==> src/design/tfc_pkg.sv <==
// Shared widths, types and rounding helpers for the triangle tangent frame core.
package tfc_pkg;

   // Lane width of every packed vector component (three lanes fill a 48-bit word).
   localparam int LANE_W    = 16;
   localparam int VEC_W     = 3 * LANE_W;
   localparam int UV_W      = 2 * LANE_W;
   localparam int FRAC      = 14;
   localparam int DIFF_W    = LANE_W + 1;
   localparam int PROD_W    = 2 * DIFF_W;
   localparam int DET_W     = PROD_W + 1;
   localparam int U_W       = PROD_W + 2;
   localparam int NP_W      = U_W + LANE_W;
   localparam int DOT_W     = NP_W + 2;
   localparam int D_W       = DOT_W - FRAC + 1;
   localparam int DN_W      = D_W + LANE_W;
   localparam int P_W       = DN_W - FRAC + 1;
   localparam int A_W       = 30;
   localparam int SH_W      = $clog2(P_W - A_W + 1);
   localparam int SQ_W      = 2 * A_W + 2;
   localparam int ISQ_STEPS = SQ_W / 2;
   localparam int ROOT_W    = A_W + 1;
   localparam int Q_W       = FRAC + 1;
   localparam int NUM_W     = A_W + FRAC + 1;

   typedef logic [2:0][VEC_W-1:0] vec3_type;
   typedef logic [2:0][UV_W-1:0]  uv3_type;
   typedef logic [2:0][U_W-1:0]   uvec_type;

   typedef struct packed {
      logic [2:0][A_W-1:0] mag;
      logic [2:0]          neg;
      logic                zero;
   } nrm_side_type;

   typedef struct packed {
      logic [2:0][Q_W-1:0] quot;
      logic [2:0]          neg;
      logic                zero;
   } tng_res_type;

   // Sign-extended difference of two lanes.
   function automatic logic [DIFF_W-1:0] sdiff(input logic [LANE_W-1:0] a,
                                                input logic [LANE_W-1:0] b);
      return {a[LANE_W-1], a} - {b[LANE_W-1], b};
   endfunction

   // round(x / 2^FRAC), ties away from zero.
   function automatic logic signed [63:0] rnd_frac(input logic signed [63:0] x);
      logic [63:0] m;
      logic [63:0] r;
      m = x[63] ? 64'(-x) : 64'(x);
      r = (m + (64'd1 << (FRAC - 1))) >> FRAC;
      return x[63] ? -$signed(r) : $signed(r);
   endfunction

endpackage

==> src/design/tfc_isqrt.sv <==
// Pipelined integer square root, one result bit per stage.
module tfc_isqrt (
   input  logic                        clock,
   input  logic                        reset,
   input  logic                        adv,
   input  logic                        in_valid,
   input  logic [tfc_pkg::SQ_W-1:0]    radicand,
   input  tfc_pkg::nrm_side_type       side_in,
   output logic                        out_valid,
   output logic [tfc_pkg::ROOT_W-1:0]  root,
   output tfc_pkg::nrm_side_type       side_out
);
   import tfc_pkg::*;

   logic [ISQ_STEPS:0]  v_s;
   logic [SQ_W-1:0]     n_s    [ISQ_STEPS+1];
   logic [SQ_W-1:0]     r_s    [ISQ_STEPS+1];
   nrm_side_type        side_s [ISQ_STEPS+1];

   assign v_s[0]    = in_valid;
   assign n_s[0]    = radicand;
   assign r_s[0]    = '0;
   assign side_s[0] = side_in;

   for (genvar i = 0; i < ISQ_STEPS; i++) begin : g_step
      localparam logic [SQ_W:0] BIT = (SQ_W + 1)'(1) << (SQ_W - 2 - 2 * i);
      logic [SQ_W:0]   rb;
      logic [SQ_W-1:0] n_in, r_in, n_ff, r_ff;
      logic            v_ff;
      nrm_side_type    side_ff;

      always_comb begin
         rb = {1'b0, r_s[i]} + BIT;
         if ({1'b0, n_s[i]} >= rb) begin
            n_in = n_s[i] - rb[SQ_W-1:0];
            r_in = (r_s[i] >> 1) + BIT[SQ_W-1:0];
         end else begin
            n_in = n_s[i];
            r_in = r_s[i] >> 1;
         end
      end

      always_ff @(posedge clock) begin
         if (reset) begin
            v_ff <= 1'b0;
         end else if (adv) begin
            v_ff <= v_s[i];
         end
      end

      always_ff @(posedge clock) begin
         if (adv) begin
            n_ff    <= n_in;
            r_ff    <= r_in;
            side_ff <= side_s[i];
         end
      end

      assign v_s[i+1]    = v_ff;
      assign n_s[i+1]    = n_ff;
      assign r_s[i+1]    = r_ff;
      assign side_s[i+1] = side_ff;
   end

   assign out_valid = v_s[ISQ_STEPS];
   assign root      = r_s[ISQ_STEPS][ROOT_W-1:0];
   assign side_out  = side_s[ISQ_STEPS];

endmodule

==> config.mk <==
export PLATFORM = sky130hd
export DESIGN_NAME = tfc_isqrt
export DESIGN_NICKNAME = d
export VERILOG_FILES = /design/src/design/tfc_pkg.sv /design/src/design/tfc_isqrt.sv
export SDC_FILE = /design/constraint.sdc
export NUM_CORES = 2
export LEC_CHECK = 0
export BUFFER_PORTS_ARGS = -buffer_cell sky130_fd_sc_hd__buf_4
export CAP_MARGIN = 15
export CELL_PAD_IN_SITES_DETAIL_PLACEMENT = 0
export CELL_PAD_IN_SITES_GLOBAL_PLACEMENT = 1
export CORE_MARGIN = 2
export CORE_UTILIZATION = 58
export DETAILED_ROUTE_END_ITERATION = 10
export PLACE_DENSITY = 0.8
export SETUP_SLACK_MARGIN = 0.15
export SYNTH_ARGS = -nofsm -noshare
export SYNTH_HDL_FRONTEND = slang
export SYNTH_SLANG_ARGS = --single-unit
==> constraint.sdc <==
create_clock -name clock -period 7.23 [get_ports clock]
set_input_delay 1.0845 -clock clock [delete_from_list [all_inputs] [get_ports clock]]
set_output_delay 1.0845 -clock clock [all_outputs]
set_load 0.05 [all_outputs]
==> run metrics <==
outcome finished, final reports clean; Hold Crit Class in -> reg; Slew HR 0.208; count of cell types in the netlist 90; post-route clock period utilization 0.683; Adder-Cell Fraction of Synth Area 0.0326; final setup vio count 0; Die Area 352000 um^2; complex-gate fraction of the synthesized area 0.0528; clk_skew around 0.05 ns; TritonRoute pass-1 iters 6; clock network latency to the later pin of the worst-skew pair 1.03 ns; required time of the worst setup path 7.97 ns; largest delay contributor family on the critical path simple AND/OR/NAND/NOR gates; FMAX between 0.2 and 0.25 GHz; commonest non-fill, non-tap cell in the layout edfxtp_1; Die Ht around 600 um; IO buf count roughly 290; Post-Syn Instances ~12000; clk slew on worst S/H paths about 0.060 ns; largest family of logic cells by synthesized area simple AND/OR/NAND/NOR gates; most frequent cells in the layout 5270 x edfxtp_1, 660 x inv_1, 628 x nor2_1; postcts setup bufs 0; H-tree depth 6; post-synth top area share 0.786; Main synth FF type edfxtp_1; GRT Total Usage 0.223; vias after detailed routing between 100k and 150k; Worst EP arrival about 5.7 ns; area delta synth->final 12.7%; utilization after layout 0.656; Seq/Total Area, Yosys 0.789; Area contributors post-synth edfxtp_1 79%, ha_1 3.3%, xnor2_1 1.8%; largest net degree at the start of global routing 220; Crit. End Element flip-flop; initial antenna violation count 16; worst-path fanout max 40; I/O pin total ~290; Synth Net Count 12700; Nets roughly 13000; DP HPWL 257000 um; syn_area_per_cell 16.8 um^2; root buf cell clkbuf_16; Syn. warnings 0; Final Max Slew Viols 0; met2 usage 0.351; P_leak roughly 80 nW; Congestion Overflow GR 0; GP Congestion just over 0.9; total power 75.1 mW; clk buf depth 4; post-route ant nets 0; num rows ~220; critical path type reg -> reg; post-route DRC violation count 0; WL/cell about 22 um; WP buf/inv 0; Core ar. between 300000 and 400000 um^2; worst path cell trace ha_1 -> o21ai_0 -> a211oi_1 -> a221oi_1 -> o21ai_0 -> nand3_1 -> nand2_2 -> nand2b_1 -> nor4b_1 -> nand3_1 -> xnor2_1; TritonCTS clock tree built; P per Cell Area roughly 330 nW/um^2; vias in the first global route 99500; DR iter-0 viols 9502; startpoint types flip-flop; post-synth top area cell edfxtp_1; met1 usage 0.327; simple-gate area share of the yosys netlist 0.0676; CTS resizes 0; RSZ-0062 raised after global routing false; Die X around 590 um; clk sinks roughly 5300; async set or reset register ratio after synthesis 0; GR Util met3 0.0365; Synth Area in XOR/XNOR 0.0353; share of layout cells above drive strength 1 0.0969; Post-synth EDFFs roughly 5300; Yosys reg bits 5301; VDD IR-drop max 0.272 mV; max cap viols 0; setup TNS after final layout 0 ns; Crit-path slowest cell nor4b_1; Fillers between 20000 and 25000; final hold viol count 0; Routed WL between 300000 and 400000 um; Slowest Stage Delay on Critical Path between 0.8 and 0.9 ns; CTS buffer count approximately 530; Worst-Margin Slew between 1 and 1.5 ns; mux contribution to synthesized area 0.00627; post-DR vias/cell around 5.7; worst hold slack around 0.24 ns; post-cts hold buffer count 0; global-route wire length before repair 600000 um; Post-Syn Area 201000 um^2; busiest grt layer met2; Initial Util 0.582; post-layout minimum cycle time 4.94 ns
worst reg2reg max path, cell delays in order, from the launching register on:
cell and delay, ns:
edfxtp_1 0.40, ha_1 0.37, o21ai_0 0.15, a211oi_1 0.57, a221oi_1 0.25, o21ai_0 0.56, nand3_1 0.22, nand2_2 0.70
nand2b_1 0.26, nor4b_1 0.87, nand3_1 0.19, xnor2_1 0.17
state kept, by name (all words and copies together) (netlist names):
signal / cells
g_step.side_ff: 2820
g_step.n_ff: 1860
g_step.r_ff: 496
side_out: 94
g_step.v_ff: 30
out_valid: 1
where the power goes:
part / total (mW) / internal (mW) / leakage [nW] / switching [mW]
clock network: 27.3 / 15.8 / 8.39 / 11.6
registers: 39.0 / 37.2 / 51.4 / 1.79
logic: 8.75 / 3.39 / 21.8 / 5.37
total: 75.1 / 56.3 / 81.6 / 18.7
layer usage:
| layer | share of wire | up-vias | wire, um |
|---|---|---|---|
| met1 | 0.45 | 49500 | 176000 |
| met5 | 0.000087 | - | 34 |
| met2 | 0.47 | 2989 | 183000 |
| met4 | 0.024 | 6 | 9500 |
| met3 | 0.061 | 593 | 24000 |
| li1 | - | 47400 | - |
cell families after synthesis:
group | Yosys count
AND/OR/NAND/NOR | 2667
AO/OA/AOI/OAI | 1718
flip-flops | 5301
adder cells (fa/ha/maj) | 525
XOR/XNOR | 810
buffers and inverters | 856
multiplexers | 117
cells in the mapped netlist (142+ instances only):
library cell and count:
a21o_1 217, a21oi_1 564, clkbuf_1 162, edfxtp_1 5270, ha_1 525, inv_1 660, nand2_1 600, nand4_1 142
nor2_1 628, nor3_1 240, nor4_1 321, o21ai_0 431, xnor2_1 407, xor2_1 403
cell type report:
cell class / count / area [um^2] / share of cell area
clock inverters: 307 / 3430 / 0.0151
diodes: 4 / 10.0 / 0.0000441
well taps: 4578 / 5730 / 0.0252
repair buffers: 388 / 3200 / 0.0141
clock buffers: 646 / 14000 / 0.0615
flip-flops and latches: 5301 / 159000 / 0.700
multi-input cells: 5837 / 39200 / 0.173
inverters: 664 / 2490 / 0.0110
path summary, 6_finish.rpt:
kind,slack (ns),startpoint,cells after the start,to
max reg2reg,2.29,g_step[20].n_ff[20]$_DFFE_PP_,11,g_step[21].n_ff[52]$_DFFE_PP_
max,2.29,g_step[20].n_ff[20]$_DFFE_PP_,11,g_step[21].n_ff[52]$_DFFE_PP_
min,0.24,side_in[19],1,g_step[0].side_ff[19]$_DFFE_PP_
min reg2reg,0.37,g_step[25].side_ff[66]$_DFFE_PP_,0,g_step[26].side_ff[66]$_DFFE_PP_
through the flow:
| step | setup slack (ns) | cell area [um^2] | cells |
|---|---|---|---|
| finish | 2.29 | 227000 | 17700 |
| floorplan | 3.45 | 201000 | 12000 |
| detailed placement | 2.24 | 209000 | 16800 |
| global placement | 2.29 | 209000 | 16800 |
| CTS | 2.24 | 227000 | 17700 |
| global route | 1.81 | 227000 | 17700 |
Note: power is estimated with default switching activity, not from simulation.
